**src/design/frb_pkg.sv**
```systemverilog
// Shared constants, codes and helpers for the framed bitmap receiver.
`default_nettype none
package frb_pkg;

    localparam int LENGTH_BITS_DEF = 20;

    localparam int WIDTH_W  = 16;
    localparam int HEIGHT_W = 16;
    localparam int LEN_W    = 20;
    localparam int LIMIT_W  = 8;
    localparam int ADDR_W   = 20;
    localparam int CFG_IDX_W  = 8;
    localparam int CFG_DATA_W = 20;
    localparam int EVENT_W  = 3;
    localparam int OUT_DATA_W = 40;

    localparam logic [31:0] CRC_POLY = 32'hEDB8_8320;
    localparam logic [31:0] CRC_ONES = 32'hFFFF_FFFF;

    localparam logic [7:0] MAGIC_0 = 8'hDE;
    localparam logic [7:0] MAGIC_1 = 8'hAD;
    localparam logic [7:0] MAGIC_2 = 8'hBE;
    localparam logic [7:0] MAGIC_3 = 8'hEF;

    localparam logic [7:0] REPLY_ACK  = 8'h06;
    localparam logic [7:0] REPLY_NAK  = 8'h15;
    localparam logic [7:0] REPLY_BTN  = 8'h42;
    localparam logic [7:0] REPLY_NONE = 8'h00;

    localparam logic [CFG_IDX_W-1:0] REG_WIDTH  = 8'd0;
    localparam logic [CFG_IDX_W-1:0] REG_HEIGHT = 8'd1;
    localparam logic [CFG_IDX_W-1:0] REG_LENGTH = 8'd2;
    localparam logic [CFG_IDX_W-1:0] REG_LIMIT  = 8'd3;

    localparam logic [WIDTH_W-1:0]  RST_WIDTH  = 16'd648;
    localparam logic [HEIGHT_W-1:0] RST_HEIGHT = 16'd480;
    localparam logic [LEN_W-1:0]    RST_LENGTH = 20'd38880;
    localparam logic [LIMIT_W-1:0]  RST_LIMIT  = 8'd10;

    typedef enum logic [EVENT_W-1:0] {
        EV_PAYLOAD  = 3'd0,
        EV_ACCEPT   = 3'd1,
        EV_HDR_REJ  = 3'd2,
        EV_CRC_REJ  = 3'd3,
        EV_PG_TAKEN = 3'd4,
        EV_PG_REFUSED = 3'd5
    } t_event;

    typedef enum logic [3:0] {
        PH_HUNT    = 4'b0001,
        PH_HEADER  = 4'b0010,
        PH_PAYLOAD = 4'b0100,
        PH_TRAILER = 4'b1000
    } t_phase;

    function automatic logic [7:0] magic_byte(input logic [1:0] idx);
        logic [7:0] m;
        case (idx)
            2'd0: m = MAGIC_0;
            2'd1: m = MAGIC_1;
            2'd2: m = MAGIC_2;
            default: m = MAGIC_3;
        endcase
        return m;
    endfunction

endpackage
`default_nettype wire

```
**src/design/frb_crc_byte.sv**
```systemverilog
// Byte-wide reflected CRC-32 update.
`default_nettype none
module frb_crc_byte (
    input  wire logic [31:0] i_crc,
    input  wire logic [7:0]  i_byte,
    output logic      [31:0] o_crc
);

    always_comb begin
        logic [31:0] c;
        c = i_crc ^ {24'd0, i_byte};
        for (int k = 0; k < 8; k++) begin
            c = (c >> 1) ^ (c[0] ? frb_pkg::CRC_POLY : 32'd0);
        end
        o_crc = c;
    end

endmodule
`default_nettype wire

```
**src/design/framed_bitmap_receiver_crc32.sv**
```systemverilog
// Framed bitmap receiver: magic hunt, header check, payload forward, CRC-32 check.
//
// Input stream (s_axis): tdata carries one serial byte, tuser marks a page
// change request (1) instead of a byte (0). Output stream (m_axis): tuser is
// the event code, tdata packs payload byte, byte address, full refresh flag
// and reply byte. Config channel writes expected width, height, length and
// partial limit by index; writes beyond the list are dropped.
// Each item is decoded in the cycle it is accepted and its result, if any,
// lands in the output register. One item per cycle is taken while the output
// register is empty or drained. The byte-wide CRC update and the header compare
// sit in that decode. Hunting bytes, header bytes but a rejecting last one,
// and early trailer bytes give no result. The input is taken whenever the
// output register is empty or being drained in the same cycle, so a stalled
// receiver holds the result and stops input only once the output register is
// full. Reset returns to hunting with all counters and flags cleared and the
// registers at their defaults.
`default_nettype none
module framed_bitmap_receiver_crc32 #(
    parameter int LENGTH_BITS = frb_pkg::LENGTH_BITS_DEF
) (
    input  wire logic        i_clk,
    input  wire logic        i_rst_n,
    input  wire logic        i_s_axis_tvalid,
    output logic             o_s_axis_tready,
    input  wire logic [7:0]  i_s_axis_tdata,   // [7:0] data_byte
    input  wire logic        i_s_axis_tuser,   // [0] kind
    output logic             o_m_axis_tvalid,
    input  wire logic        i_m_axis_tready,
    output logic [frb_pkg::OUT_DATA_W-1:0] o_m_axis_tdata,
    // [7:0] payload_byte, [27:8] byte_address, [28] full_refresh,
    // [36:29] reply_byte, [39:37] zero
    output logic [frb_pkg::EVENT_W-1:0]    o_m_axis_tuser, // [2:0] event_res
    input  wire logic        i_cfg_valid,
    output logic             o_cfg_ready,
    input  wire logic [frb_pkg::CFG_IDX_W-1:0]  i_cfg_index,
    input  wire logic [frb_pkg::CFG_DATA_W-1:0] i_cfg_data
);

    logic [frb_pkg::WIDTH_W-1:0]  r_exp_width;
    logic [frb_pkg::HEIGHT_W-1:0] r_exp_height;
    logic [frb_pkg::LEN_W-1:0]    r_exp_len;
    logic [frb_pkg::LIMIT_W-1:0]  r_part_limit;

    frb_pkg::t_phase r_phase, n_phase;
    logic [1:0]  r_magic, n_magic;
    logic [2:0]  r_hdr_cnt, n_hdr_cnt;
    logic [63:0] r_hdr, n_hdr;
    logic [LENGTH_BITS-1:0] r_pay_cnt, n_pay_cnt;
    logic [31:0] r_crc, n_crc;
    logic [1:0]  r_trl_cnt, n_trl_cnt;
    logic [31:0] r_trl, n_trl;
    logic [frb_pkg::LIMIT_W-1:0] r_part_cnt, n_part_cnt;
    logic        r_pg_flag, n_pg_flag;

    logic        r_out_valid;
    frb_pkg::t_event r_out_ev, n_out_ev;
    logic [7:0]  r_out_pb, n_out_pb;
    logic [frb_pkg::ADDR_W-1:0] r_out_addr, n_out_addr;
    logic        r_out_full, n_out_full;
    logic [7:0]  r_out_reply, n_out_reply;
    logic        n_has;

    logic        s_acc;
    logic [LENGTH_BITS-1:0] limit;
    logic [31:0] crc_next;
    logic [LENGTH_BITS-1:0] pay_inc;
    logic [31:0] hdr_len;
    logic [31:0] trl_full;
    logic        want_full;

    assign o_cfg_ready     = 1'b1;
    assign o_s_axis_tready = !r_out_valid || i_m_axis_tready;
    assign s_acc           = i_s_axis_tvalid && o_s_axis_tready;
    assign limit           = LENGTH_BITS'(r_exp_len);
    assign pay_inc         = r_pay_cnt + 1'b1;
    assign hdr_len         = {i_s_axis_tdata, r_hdr[55:32]};
    assign trl_full        = {i_s_axis_tdata, r_trl[23:0]};
    assign want_full       = r_pg_flag || (r_part_cnt >= r_part_limit);

    frb_crc_byte u_crc (
        .i_crc  (r_crc),
        .i_byte (i_s_axis_tdata),
        .o_crc  (crc_next)
    );

    always_comb begin
        n_phase     = r_phase;
        n_magic     = r_magic;
        n_hdr_cnt   = r_hdr_cnt;
        n_hdr       = r_hdr;
        n_pay_cnt   = r_pay_cnt;
        n_crc       = r_crc;
        n_trl_cnt   = r_trl_cnt;
        n_trl       = r_trl;
        n_part_cnt  = r_part_cnt;
        n_pg_flag   = r_pg_flag;
        n_has       = 1'b0;
        n_out_ev    = frb_pkg::EV_PAYLOAD;
        n_out_pb    = 8'd0;
        n_out_addr  = '0;
        n_out_full  = 1'b0;
        n_out_reply = frb_pkg::REPLY_NONE;
        if (s_acc) begin
            if (i_s_axis_tuser) begin
                n_has = 1'b1;
                if (r_phase == frb_pkg::PH_HUNT) begin
                    n_pg_flag   = 1'b1;
                    n_out_ev    = frb_pkg::EV_PG_TAKEN;
                    n_out_reply = frb_pkg::REPLY_BTN;
                end else begin
                    n_out_ev = frb_pkg::EV_PG_REFUSED;
                end
            end else begin
                case (r_phase)
                    frb_pkg::PH_HUNT: begin
                        if (i_s_axis_tdata == frb_pkg::magic_byte(r_magic)) begin
                            n_magic = r_magic + 2'd1;
                            if (r_magic == 2'd3) begin
                                n_hdr_cnt = 3'd0;
                                n_hdr     = '0;
                                n_phase   = frb_pkg::PH_HEADER;
                            end
                        end else begin
                            n_magic = (i_s_axis_tdata == frb_pkg::MAGIC_0) ? 2'd1 : 2'd0;
                        end
                    end
                    frb_pkg::PH_HEADER: begin
                        n_hdr[{r_hdr_cnt, 3'b000} +: 8] = i_s_axis_tdata;
                        n_hdr_cnt = r_hdr_cnt + 3'd1;
                        if (r_hdr_cnt == 3'd7) begin
                            if (r_hdr[15:0] != r_exp_width
                                || r_hdr[31:16] != r_exp_height
                                || hdr_len != {12'd0, r_exp_len}) begin
                                n_phase     = frb_pkg::PH_HUNT;
                                n_magic     = 2'd0;
                                n_has       = 1'b1;
                                n_out_ev    = frb_pkg::EV_HDR_REJ;
                                n_out_reply = frb_pkg::REPLY_NAK;
                            end else begin
                                n_pay_cnt = '0;
                                n_crc     = frb_pkg::CRC_ONES;
                                n_trl_cnt = 2'd0;
                                n_trl     = '0;
                                n_phase   = (limit == '0) ? frb_pkg::PH_TRAILER
                                                          : frb_pkg::PH_PAYLOAD;
                            end
                        end
                    end
                    frb_pkg::PH_PAYLOAD: begin
                        n_crc     = crc_next;
                        n_pay_cnt = pay_inc;
                        if (pay_inc >= limit || pay_inc == '0) begin
                            n_trl_cnt = 2'd0;
                            n_trl     = '0;
                            n_phase   = frb_pkg::PH_TRAILER;
                        end
                        n_has      = 1'b1;
                        n_out_ev   = frb_pkg::EV_PAYLOAD;
                        n_out_pb   = i_s_axis_tdata;
                        n_out_addr = frb_pkg::ADDR_W'(r_pay_cnt);
                    end
                    frb_pkg::PH_TRAILER: begin
                        n_trl[{r_trl_cnt, 3'b000} +: 8] = i_s_axis_tdata;
                        n_trl_cnt = r_trl_cnt + 2'd1;
                        if (r_trl_cnt == 2'd3) begin
                            n_phase = frb_pkg::PH_HUNT;
                            n_magic = 2'd0;
                            n_has   = 1'b1;
                            if (~r_crc == trl_full) begin
                                n_pg_flag   = 1'b0;
                                n_part_cnt  = want_full ? '0 : r_part_cnt + 1'b1;
                                n_out_ev    = frb_pkg::EV_ACCEPT;
                                n_out_full  = want_full;
                                n_out_reply = frb_pkg::REPLY_ACK;
                            end else begin
                                n_out_ev    = frb_pkg::EV_CRC_REJ;
                                n_out_reply = frb_pkg::REPLY_NAK;
                            end
                        end
                    end
                    default: begin
                        n_phase = frb_pkg::PH_HUNT;
                        n_magic = 2'd0;
                    end
                endcase
            end
        end
    end

    always_ff @(posedge i_clk) begin
        if (!i_rst_n) begin
            r_exp_width  <= frb_pkg::RST_WIDTH;
            r_exp_height <= frb_pkg::RST_HEIGHT;
            r_exp_len    <= frb_pkg::RST_LENGTH;
            r_part_limit <= frb_pkg::RST_LIMIT;
        end else if (i_cfg_valid) begin
            case (i_cfg_index)
                frb_pkg::REG_WIDTH:  r_exp_width  <= i_cfg_data[frb_pkg::WIDTH_W-1:0];
                frb_pkg::REG_HEIGHT: r_exp_height <= i_cfg_data[frb_pkg::HEIGHT_W-1:0];
                frb_pkg::REG_LENGTH: r_exp_len    <= i_cfg_data[frb_pkg::LEN_W-1:0];
                frb_pkg::REG_LIMIT:  r_part_limit <= i_cfg_data[frb_pkg::LIMIT_W-1:0];
                default: ;
            endcase
        end
    end

    always_ff @(posedge i_clk) begin
        if (!i_rst_n) begin
            r_phase     <= frb_pkg::PH_HUNT;
            r_magic     <= 2'd0;
            r_hdr_cnt   <= 3'd0;
            r_pay_cnt   <= '0;
            r_trl_cnt   <= 2'd0;
            r_part_cnt  <= '0;
            r_pg_flag   <= 1'b0;
            r_out_valid <= 1'b0;
        end else begin
            r_phase    <= n_phase;
            r_magic    <= n_magic;
            r_hdr_cnt  <= n_hdr_cnt;
            r_pay_cnt  <= n_pay_cnt;
            r_trl_cnt  <= n_trl_cnt;
            r_part_cnt <= n_part_cnt;
            r_pg_flag  <= n_pg_flag;
            if (o_s_axis_tready) begin
                r_out_valid <= n_has;
            end
        end
    end

    always_ff @(posedge i_clk) begin
        r_hdr <= n_hdr;
        r_crc <= n_crc;
        r_trl <= n_trl;
        if (o_s_axis_tready && n_has) begin
            r_out_ev    <= n_out_ev;
            r_out_pb    <= n_out_pb;
            r_out_addr  <= n_out_addr;
            r_out_full  <= n_out_full;
            r_out_reply <= n_out_reply;
        end
    end

    assign o_m_axis_tvalid = r_out_valid;
    assign o_m_axis_tuser  = r_out_ev;
    assign o_m_axis_tdata  = {3'd0, r_out_reply, r_out_full, r_out_addr, r_out_pb};

`ifndef NO_ASSERTIONS
    a_pg_result: assert property (@(posedge i_clk) disable iff (!i_rst_n)
        (s_acc && i_s_axis_tuser) |=> (o_m_axis_tvalid
            && (r_out_ev == frb_pkg::EV_PG_TAKEN || r_out_ev == frb_pkg::EV_PG_REFUSED)))
        else $error("page change item gave no page change result");

    a_full_only_accept: assert property (@(posedge i_clk) disable iff (!i_rst_n)
        (r_out_valid && r_out_ev != frb_pkg::EV_ACCEPT) |-> !r_out_full)
        else $error("full refresh flagged outside an accept");

    a_drain: assert property (@(posedge i_clk) disable iff (!i_rst_n)
        (r_out_valid && i_m_axis_tready && !i_s_axis_tvalid) |=> !r_out_valid)
        else $error("output item repeated after being taken");

    a_reject_hunts: assert property (@(posedge i_clk) disable iff (!i_rst_n)
        (s_acc && n_has && (n_out_ev == frb_pkg::EV_HDR_REJ
            || n_out_ev == frb_pkg::EV_CRC_REJ || n_out_ev == frb_pkg::EV_ACCEPT))
        |=> (r_phase == frb_pkg::PH_HUNT && r_magic == 2'd0))
        else $error("frame end did not return to hunting");
`endif

endmodule
`default_nettype wire

```
**config.mk**
```make
export PLATFORM = sky130hd
export DESIGN_NAME = framed_bitmap_receiver_crc32
export DESIGN_NICKNAME = d
export VERILOG_FILES = /design/src/design/frb_pkg.sv /design/src/design/frb_crc_byte.sv /design/src/design/framed_bitmap_receiver_crc32.sv
export SDC_FILE = /design/constraint.sdc
export NUM_CORES = 1
export LEC_CHECK = 0
export ABC_AREA = 1
export BUFFER_PORTS_ARGS = -buffer_cell sky130_fd_sc_hd__buf_2
export CORE_UTILIZATION = 43
export DETAILED_ROUTE_END_ITERATION = 10
export HOLD_SLACK_MARGIN = 0.05
export PLACE_DENSITY_LB_ADDON = 0.12
export SLEW_MARGIN = 15
export SYNTH_ARGS = -nofsm -noshare
export SYNTH_HDL_FRONTEND = slang
export SYNTH_HIERARCHICAL = 1
export SYNTH_SLANG_ARGS = --single-unit
```
**constraint.sdc**
```tcl
create_clock -name i_clk -period 13.6 [get_ports i_clk]
set_input_delay 0.68 -clock i_clk [delete_from_list [all_inputs] [get_ports i_clk]]
set_output_delay 0.68 -clock i_clk [all_outputs]
set_load 0.02 [all_outputs]
```
Yosys cells after proc, flatten, opt, wreduce, memory -nomap -nowiden
Index checks and enable logic that the tools add are counted.
{"block": "totals", "regBits": 269, "inputBits": 42, "output_inout_bits": 46, "elab_cells": 180}
{"block": "op_classes", "add_sub_neg": 7, "n_lt_le_gt_ge": 2, "n_eq_ne": 26, "n_shift": 4, "mux": 74, "bitwise_logic": 16, "reduce_logical": 31}
{"cell": "32-bit two-way mux", "count": 13}
{"cell": "31-bit by 32-bit bitwise XOR with 32-bit output", "count": 8}
{"cell": "64-bit two-way mux", "count": 2}
{"cell": "64-bit case mux with 2 select lines", "count": 1}
{"cell": "32-bit case mux with 3 select lines", "count": 1}
{"cell": "64-bit bitwise mux", "count": 1}
{"cell": "32-bit case mux with 2 select lines", "count": 1}
{"cell": "8-bit by 8-bit variable shift with 64-bit output, first input constant", "count": 1}
{"cell": "8-bit by 8-bit indexed part select with 64-bit output", "count": 1}
{"cell": "20-bit logical NOT", "count": 2}
{"cell": "20-bit two-way mux", "count": 2}
{"cell": "8-bit two-way mux", "count": 5}
{"cell": "20-bit case mux with 2 select lines", "count": 1}
{"cell": "32-bit bitwise mux", "count": 1}
{"cell": "32-bit == test", "count": 1}
{"cell": "16-bit != test", "count": 2}
{"cell": "32-bit by 20-bit != test with 1-bit output", "count": 1}
{"cell": "32-bit NOT", "count": 1}
{"cell": "8-bit by 7-bit variable shift with 32-bit output, first input constant", "count": 1}
{"cell": "8-bit by 7-bit indexed part select with 32-bit output", "count": 1}
{"cell": "32-bit by 8-bit bitwise XOR with 32-bit output", "count": 1}
{"cell": "4-bit two-way mux", "count": 7}
{"cell": "2-bit two-way mux", "count": 11}
{"cell": "7-bit case mux with 3 select lines", "count": 1}
{"cell": "other kinds (46)", "count": 93}

Longest topological paths before layout
Gate-level depths: netlist of the first run.
{"block": "depth", "depth_word": 18, "mapped_depth": 21}

Hierarchy
Netlist of the first run, hierarchy kept.
{"mod": "framed_bitmap_receiver_crc32", "instances": 1, "cells_per_inst": 1704, "area_per_inst_um2": 13616.8}
{"mod": "frb_crc_byte", "instances": 1, "cells_per_inst": 208, "area_per_inst_um2": 1244.9}

Least setup slack after synthesis of the first run
No wires, ideal clock.
{"block": "synth_path", "kind": "input -> register", "startpoint": "input port i_s_axis_tdata[5]", "endpoint": "register r_hdr_cnt[0]", "arrival_ns": 4.455, "required_time_ns": 13.482, "slack_ns": 9.027, "stages": 12, "cell_sequence": "buf_2 -> inv_1 -> nor2_1 -> o21ai_1 -> nor3_1 -> nand2_1 -> o21ai_1 -> nand2_1 -> nor2_1 -> inv_1 -> o21ai_0 -> inv_1"}
{"block": "synth_via", "elab_chain_cells": 3}
{"element": "start: declaration", "line": "framed_bitmap_receiver_crc32.sv:25", "text": "input wire logic [7:0] i_s_axis_tdata,"}
{"element": "8-bit == test", "line": "framed_bitmap_receiver_crc32.sv:116", "text": "if (i_s_axis_tdata == frb_pkg::magic_byte(r_magic)) begin"}
{"element": "2-bit by 1-bit != test with 1-bit output (no line)"}
{"element": "5-bit AND reduction (no line)"}
{"element": "end signal: assignment", "line": "framed_bitmap_receiver_crc32.sv:220", "text": "r_hdr_cnt <= n_hdr_cnt;"}
{"element": "end: declaration", "line": "framed_bitmap_receiver_crc32.sv:46", "text": "logic [2:0] r_hdr_cnt, n_hdr_cnt;"}
Every way passes these cells.
A chain may end at the register's enable or synchronous reset.

Worst setup path after layout of the first run
{"block": "layout_path", "startpoint": "register r_pay_cnt[0]", "endpoint": "register r_trl[23] (enable)"}
{"block": "layout_via", "elab_chain_cells": 5, "elab_cells_between_ends": 6}
{"element": "start: declaration", "line": "framed_bitmap_receiver_crc32.sv:48", "text": "logic [LENGTH_BITS-1:0] r_pay_cnt, n_pay_cnt;"}
{"element": "start signal: assignment", "line": "framed_bitmap_receiver_crc32.sv:221", "text": "r_pay_cnt <= n_pay_cnt;"}
{"element": "20-bit by 1-bit adder with 20-bit output (*)", "line": "framed_bitmap_receiver_crc32.sv:75", "text": "assign pay_inc = r_pay_cnt + 1'b1;"}
{"element": "20-bit greater-or-equal comparator or 20-bit logical NOT (tied branches)", "line": "framed_bitmap_receiver_crc32.sv:152", "text": "if (pay_inc >= limit || pay_inc == '0) begin"}
{"element": "1-bit logical OR (*)", "line": "framed_bitmap_receiver_crc32.sv:152"}
{"element": "2-bit != test (no line) (*)"}
{"element": "6-bit AND reduction (no line) (*)"}
{"element": "end signal: assignment", "line": "framed_bitmap_receiver_crc32.sv:234", "text": "r_trl <= n_trl;"}
{"element": "end: declaration", "line": "framed_bitmap_receiver_crc32.sv:51", "text": "logic [31:0] r_trl, n_trl;"}
Every way passes the cells marked *; elsewhere a longest branch is shown, timed or not.

==> metrics.md, run 1 <==
| Metric | Value |
|---|---|
| CTS Hold Buffers Added | `0` |
| Grt total ovfl | `0` |
| Post-layout total power | `1.72 mW` |
| Nets | `2061` |
| Die extent in x | `188 um` |
| Largest stage delay on the critical path | `490 ps` |
| Max-cap violations | `0` |
| Crit Path Max Fanout | `25` |
| Worst min-delay path class | `input pin to flip-flop` |
| Overall die height | `188 um` |
| Share of the cycle needed by the critical path after routing | `0.242` |
| Number of synthesized register bits | `249` |
| Avg Vias per Cell | `5.19` |
| Ordered list of cells on the worst path | `ha_1, nand3_2, inv_2, nand3_1, o21ai_1, nand2_1, ha_1, nand2_1, inv_1, nand3_1, nor2_1, nand3_1, a21oi_1, nor2_1, nand2_4, nand2_4, inv_2` |
| Async SR Flop Fraction | `0` |
| HPWL Detailed | `32100 um` |
| Number of H-tree levels | `1` |
| Mean instance size in the synthesized netlist | `7.77 um2` |
| Worst-case headroom to the max-slew limit | `0.310` |
| Nature of the critical path endpoint | `flip-flop` |
| Std-Cell Core Area | `33800 um2` |
| Primary flip-flop cell chosen by synthesis mapping | `edfxtp_1` |
| Weighted congestion at the end of routability-driven global placement | `0.932` |
| Hold Crit Depth | `4` |
| Maximum achievable frequency | `0.303 GHz` |
| Number of hold-slack violations in the final timing report | `0` |
| Top-level port count | `88` |
| Area growth from synthesis to layout | `11.3%` |
| Transition time of the tightest slew-check pin | `1030 ps` |
| Starting density of the core | `0.440` |
| Total Die Area | `35300 um2` |
| Cell repeated most along the worst path | `nand3_1` |
| Count of cell types in the netlist | `54` |
| Via count of the first global-routing pass | `12300` |
| Critical path startpoint category | `flip-flop` |
| Arr. time, crit path | `3480 ps` |
| Worst setup slack after layout | `10300 ps` |
| Global-route wire length before repair | `68400 um` |
| Post-place instance area | `15600 um2` |
| Final setup violation count | `0` |
| Postcts setup bufs | `0` |
| PwrDens | `104 nW/um2` |
| Synth Cell Area | `14900 um2` |
| Number of detailed-routing iterations run before antenna repair | `5` |
| Cell row count | `67` |
| DRT iter0 DRCs | `1065` |
| Clock buffer count from CTS | `28` |
| End of the worst register-to-register path | `r_trl[23]` |
| CTS tree | `built` |
| Crit path required time | `13780 ps` |
| Antenna diode count | `0` |
| Clock tree sinks | `249` |
| R2R cell count | `17` |
| Category of the critical setup timing path | `flip-flop to flip-flop` |
| Wire length after detailed routing | `43400 um` |
| Antenna violations before repair | `1` |
| Final core utilization | `0.490` |
| Maximum number of pins on one net before global-route repair | `70` |
| Worst flop-to-flop path startpoint | `r_pay_cnt[0]` |
| Part of the Yosys area used for sequential elements | `0.435` |
| CTS root buffer | `clkbuf_16` |
| Worst Setup Slack post-DPL | `10260 ps` |
| Total of buffers placed on input and output ports | `80` |
| Synth Instances | `1912` |
| Critical path's top delay family | `simple AND/OR/NAND/NOR gates` |
| Number of flops mapped to enable cells by yosys | `148` |
| Count of nets left with antenna violations after detail routing | `0` |
| Final worst path period need | `3300 ps` |
| Slowest library cell on the worst path | `dfxtp_1` |
| Clk buf depth | `3` |
| Ys Warns | `6` |
| Final cell count without fillers | `2441` |
| Result of the run | `completed` |
| Final worst hold slack | `450 ps` |
| DR WL/cell | `17.8 um` |
| Placed cell count | `2389` |
| Final instance area | `16500 um2` |
| WP buf/inv | `3` |
| Maximum clock skew at final layout | `11.8 ps` |
| Peak supply drop | `0.0910 mV` |
| Hold-critical path endpoint | `o_m_axis_tvalid` |
| Share of post-route cells with drive strength above 1 | `0.132` |
| RSZ-0062 raised after global routing | `no` |
| Clk pin slew, worst setup/hold paths | `60 ps` |
| Hold path startpoint | `i_m_axis_tready` |
| R2R setup slack | `10300 ps` |
| Final TNS setup | `0 ps` |
| Via count | `12700` |
| Max-slew violation count | `0` |
| Resized Gates After CTS | `0` |
| Leak | `7.12 nW` |
| Worst skew pair latency | `550 ps` |
| # fillers | `3321` |
| DRC | `0` |
| Overall track demand over capacity in global routing | `0.249` |
[Yosys cell counts (all sizes together) (3+ instances only)]
| cell | count | area share |
|---|---|---|
| a211oi | 14 | 0.0071 |
| a21oi | 132 | 0.045 |
| a31oi | 8 | 0.0034 |
| buf | 30 | 0.012 |
| clkbuf | 34 | 0.0086 |
| clkinv | 5 | 0.0013 |
| dfxtp | 101 | 0.14 |
| edfxtp | 148 | 0.30 |
| ha | 48 | 0.040 |
| inv | 241 | 0.061 |
| nand2 | 481 | 0.14 |
| nand3 | 74 | 0.026 |
| nand3b | 3 | 0.0015 |
| nand4 | 30 | 0.013 |
| nor2 | 244 | 0.066 |
| nor3 | 40 | 0.016 |
| nor4 | 12 | 0.0059 |
| o211ai | 17 | 0.0089 |
| o21ai | 113 | 0.039 |
| or2 | 42 | 0.018 |
| xnor2 | 31 | 0.019 |
| xor2 | 51 | 0.033 |
[area by class of cell]
type / instances / area, um2 / area share
inverter: 246 / 926 / 0.0560
clock inverter: 6 / 53.8 / 0.00325
timing repair buffer: 90 / 475 / 0.0287
tap: 448 / 561 / 0.0339
clock buffer: 46 / 881 / 0.0533
sequential: 249 / 6470 / 0.391
multi-input combinational: 1356 / 7180 / 0.434
[layout by cell type (no fill, tap or decap), types with 14 or more instances in the layout]
cell and instances:
a211oi_1 14, o21ai_0 107, buf_2 80, or2_2 40
nor2_1 230, dfxtp_1 101, a21oi_1 130, clkbuf_16 30
nand3_1 70, xor2_1 46, nand2_2 29, nor3_1 36
ha_1 48, xnor2_1 30, nand2_1 435, nand4_1 30
nand2_4 16, edfxtp_1 148, inv_1 230, o211ai_1 16
[worst max-delay path by stage]
stage                   endpoint  cells past startpoint              start  slack (ps)
floorplan           r_hdr_cnt[0]                     12  i_s_axis_tdata[5]        9030
global placement       r_crc[23]                     13  i_s_axis_tdata[1]       10310
detailed placement      r_crc[7]                     13  i_s_axis_tdata[1]       10260
CTS                    r_trl[23]                     17       r_pay_cnt[0]       10290
global route            r_trl[1]                     17       r_pay_cnt[0]       10010
finish                 r_trl[23]                     17       r_pay_cnt[0]       10300
[worst min-delay path: stages]
cell and delay, ps:
buf_2 70, inv_1 30, nand2_1 90, a21oi_1 70
[per-layer routing]
metal / vias up / global-route usage / wire length (um)
met1: 5955 / 0.346 / 20000
met4: 0 / 0.0638 / 1090
li1: 6307 / - / -
met3: 64 / 0.0232 / 2030
met5: - / 0 / 0
met2: 344 / 0.414 / 20200
[where the power goes]
| group | switching [mW] | internal [mW] | leakage [nW] |
|---|---|---|---|
| sequential | 0.00709 | 0.807 | 2.13 |
| clock | 0.318 | 0.458 | 0.462 |
| combinational | 0.0913 | 0.0375 | 4.52 |
[sequential cells by signal, indices dropped and copies added (netlist names), 16 cells and up]
signal,count
r_exp_height,16
r_trl,24
r_out_addr,20
r_hdr,56
r_exp_width,16
r_pay_cnt,20
limit,20
r_crc,32
[logic make-up (layout without fill, tap and decap cells)]
logic type | Yosys count | in the layout | synth area share
AO/OA/AOI/OAI | 288 | 288 | 0.105
XOR/XNOR | 82 | 82 | 0.0514
adder cells (fa/ha/maj) | 48 | 48 | 0.0404
buffers and inverters | 312 | 388 | 0.0839
flip-flops | 249 | 249 | 0.435
other | 2 | 7 | 0.000505
AND/OR/NAND/NOR | 931 | 931 | 0.284
Power figures use the tool's default switching activity.
==> inputs of run 2 (changes only) <==
Clock period 13.6 ns to 2.81 ns, I/O delays scaled along.
==> metrics.md, run 2 (synthesis results as in run 1) <==
| Metric | Value |
|---|---|
| Result of the run | `completed` |
| WP buf/inv | `3` |
| Area of the multi-input gates | `7270 um2` |
| Worst-case headroom to the max-slew limit | `0.359` |
| Final core utilization | `0.518` |
| Category of the critical setup timing path | `flip-flop to flip-flop` |
| Crit Path Max Fanout | `7` |
| Cell row count | `67` |
| Antenna diode count | `0` |
| Top-level port count | `88` |
| Final worst hold slack | `95.5 ps` |
| CTS root buffer | `clkbuf_16` |
| Weighted congestion at the end of routability-driven global placement | `0.941` |
| Worst Setup Slack post-DPL | `2.98 ps` |
| Nature of the critical path endpoint | `flip-flop` |
| Number of H-tree levels | `1` |
| Clk buf depth | `3` |
| DRC | `0` |
| Share of post-route cells with drive strength above 1 | `0.172` |
| Max-slew violation count | `0` |
| Number of detailed-routing iterations run before antenna repair | `8` |
| Overall die height | `188 um` |
| Net load switching power | `2.09 mW` |
| Grt total ovfl | `0` |
| Area used by sequential logic in the layout | `6490 um2` |
| Maximum number of pins on one net before global-route repair | `58` |
| Internal Power | `6.57 mW` |
| Count of nets left with antenna violations after detail routing | `0` |
| Nets | `2147` |
| Maximum achievable frequency | `0.378 GHz` |
| Total Die Area | `35300 um2` |
| Leak | `7.59 nW` |
| Global-route wire length before repair | `69500 um` |
| Transition time of the tightest slew-check pin | `960 ps` |
| Worst min-delay path class | `input pin to flip-flop` |
| Area growth from synthesis to layout | `17.7%` |
| Post-layout total power | `8.65 mW` |
| Leading cell types in the layout, fill and taps excluded | `nand2_1 (433), inv_1 (230), nor2_1 (224), edfxtp_1 (148), a21oi_1 (129)` |
| Part of the total power dissipated in the clock network | `0.466` |
| Final worst path period need | `2640 ps` |
| Via count | `13000` |
| Most common cell after layout, fill and taps aside | `nand2_1` |
| Starting density of the core | `0.440` |
| Final TNS setup | `0 ps` |
| Number of hold-slack violations in the final timing report | `0` |
| Maximum clock skew at final layout | `22.4 ps` |
| Arr. time, crit path | `2920 ps` |
| Die extent in x | `188 um` |
| DRT iter0 DRCs | `1048` |
| HPWL Detailed | `33000 um` |
| Clock tree sinks | `249` |
| Register bank with the most flops | `r_hdr` |
| Critical path startpoint category | `flip-flop` |
| Avg Vias per Cell | `5.13` |
| Overall track demand over capacity in global routing | `0.254` |
| Share of power burned in combinational logic | `0.079` |
| Wire length after detailed routing | `44800 um` |
| Peak supply drop | `0.556 mV` |
| Total of buffers placed on input and output ports | `80` |
| Critical path's top delay family | `simple AND/OR/NAND/NOR gates` |
| Antenna violations before repair | `0` |
| CTS tree | `built` |
| Biggest regs | `r_hdr x56, r_crc x32, r_trl x24` |
| Final setup violation count | `0` |
| Max-cap violations | `0` |
| Number of flip-flops under the largest register name | `56` |
| Via count of the first global-routing pass | `12200` |
| Slowest library cell on the worst path | `dfxtp_1` |
| Sequential fraction of design power | `0.455` |
| Share of the cycle needed by the critical path after routing | `0.941` |
| Clock buffer count from CTS | `29` |
| Proportion of total power due to net switching | `0.241` |
| Worst setup slack after layout | `166 ps` |
| PwrDens | `494 nW/um2` |
| DR WL/cell | `17.7 um` |
| Largest stage delay on the critical path | `370 ps` |
| Crit path required time | `3090 ps` |
| # fillers | `3280` |
| Worst skew pair latency | `570 ps` |
| Ordered list of cells on the worst path | `nand2_1, nor2_4, nand2_4, nor2_8, nand2_1, nand2_2, nand2_2, ha_4, nand2_1, inv_1, nand3_2, nor2_4, nand3_1, a21oi_2, nor2_2, nand2_4, nand2_4, inv_6, clkbuf_16` |
| Std-Cell Core Area | `33800 um2` |
| Clk pin slew, worst setup/hold paths | `60 ps` |
-- run 2: worst reg2reg max path, stage by stage, from the launching register on --
cell and delay [ps]:
dfxtp_1 370, nand2_1 150, nor2_4 140, nand2_4 80
nor2_8 140, nand2_1 80, nand2_2 80, nand2_2 80
ha_4 270, nand2_1 40, inv_1 70, nand3_2 100
nor2_4 120, nand3_1 80, a21oi_2 120, nor2_2 60
nand2_4 80, nand2_4 70, inv_6 90, clkbuf_16 150
-- run 2: repair_timing --
action,in CTS,in global routing
resized for setup,2,37
pin swaps,0,7
hold endpoints to repair,70,0
endpoints found under the setup margin,1,30
buffers inserted,0,5
cloned,0,1
hold buffers,23,0
-- run 2: cell type report --
class | instances | area share
clock buffer | 39 | 0.0477
clock inverter | 14 | 0.0102
inverter | 246 | 0.0535
multi-input combinational | 1356 | 0.416
sequential | 249 | 0.371
tap | 448 | 0.0320
timing repair buffer | 175 | 0.0701
-- run 2: power by group through the flow --
stage | Sequential (mW) | Clock [mW] | Combinational [mW]
floorplan | 4.04 | 0 | 0.389
global placement | 4.02 | 0 | 0.652
detailed placement | 4.02 | 0 | 0.657
CTS | 3.94 | 4.11 | 0.685
global route | 3.94 | 4.25 | 0.754
finish | 3.94 | 4.03 | 0.687
-- run 2: metrics by stage --
stage / instance area, um2 / cells
after global routing: 17500 / 2527
after floorplan: 14900 / 1917
after global placement: 16100 / 2445
after detailed placement: 16100 / 2445
final: 17500 / 2527
after CTS: 17300 / 2521
-- run 2: final timing paths --
path | from | slack, ps | cells past startpoint | endpoint
setup reg to reg | r_pay_cnt[5] | 170 | 19 | r_trl[14]
hold reg to reg | r_part_limit[2] | 460 | 2 | r_part_limit[2]
hold / removal | i_s_axis_tvalid | 100 | 3 | o_m_axis_tuser[2]
setup / recovery | r_pay_cnt[5] | 170 | 19 | r_trl[14]
-- run 2: metal layers --
metal	global-route usage	up-vias	share of wire	wire [um]
met5	0	-	0	0
met4	0.0729	0	0.026	1170
met3	0.0380	78	0.065	2920
met2	0.414	348	0.46	20600
met1	0.348	6056	0.45	20100
li1	-	6487	-	-
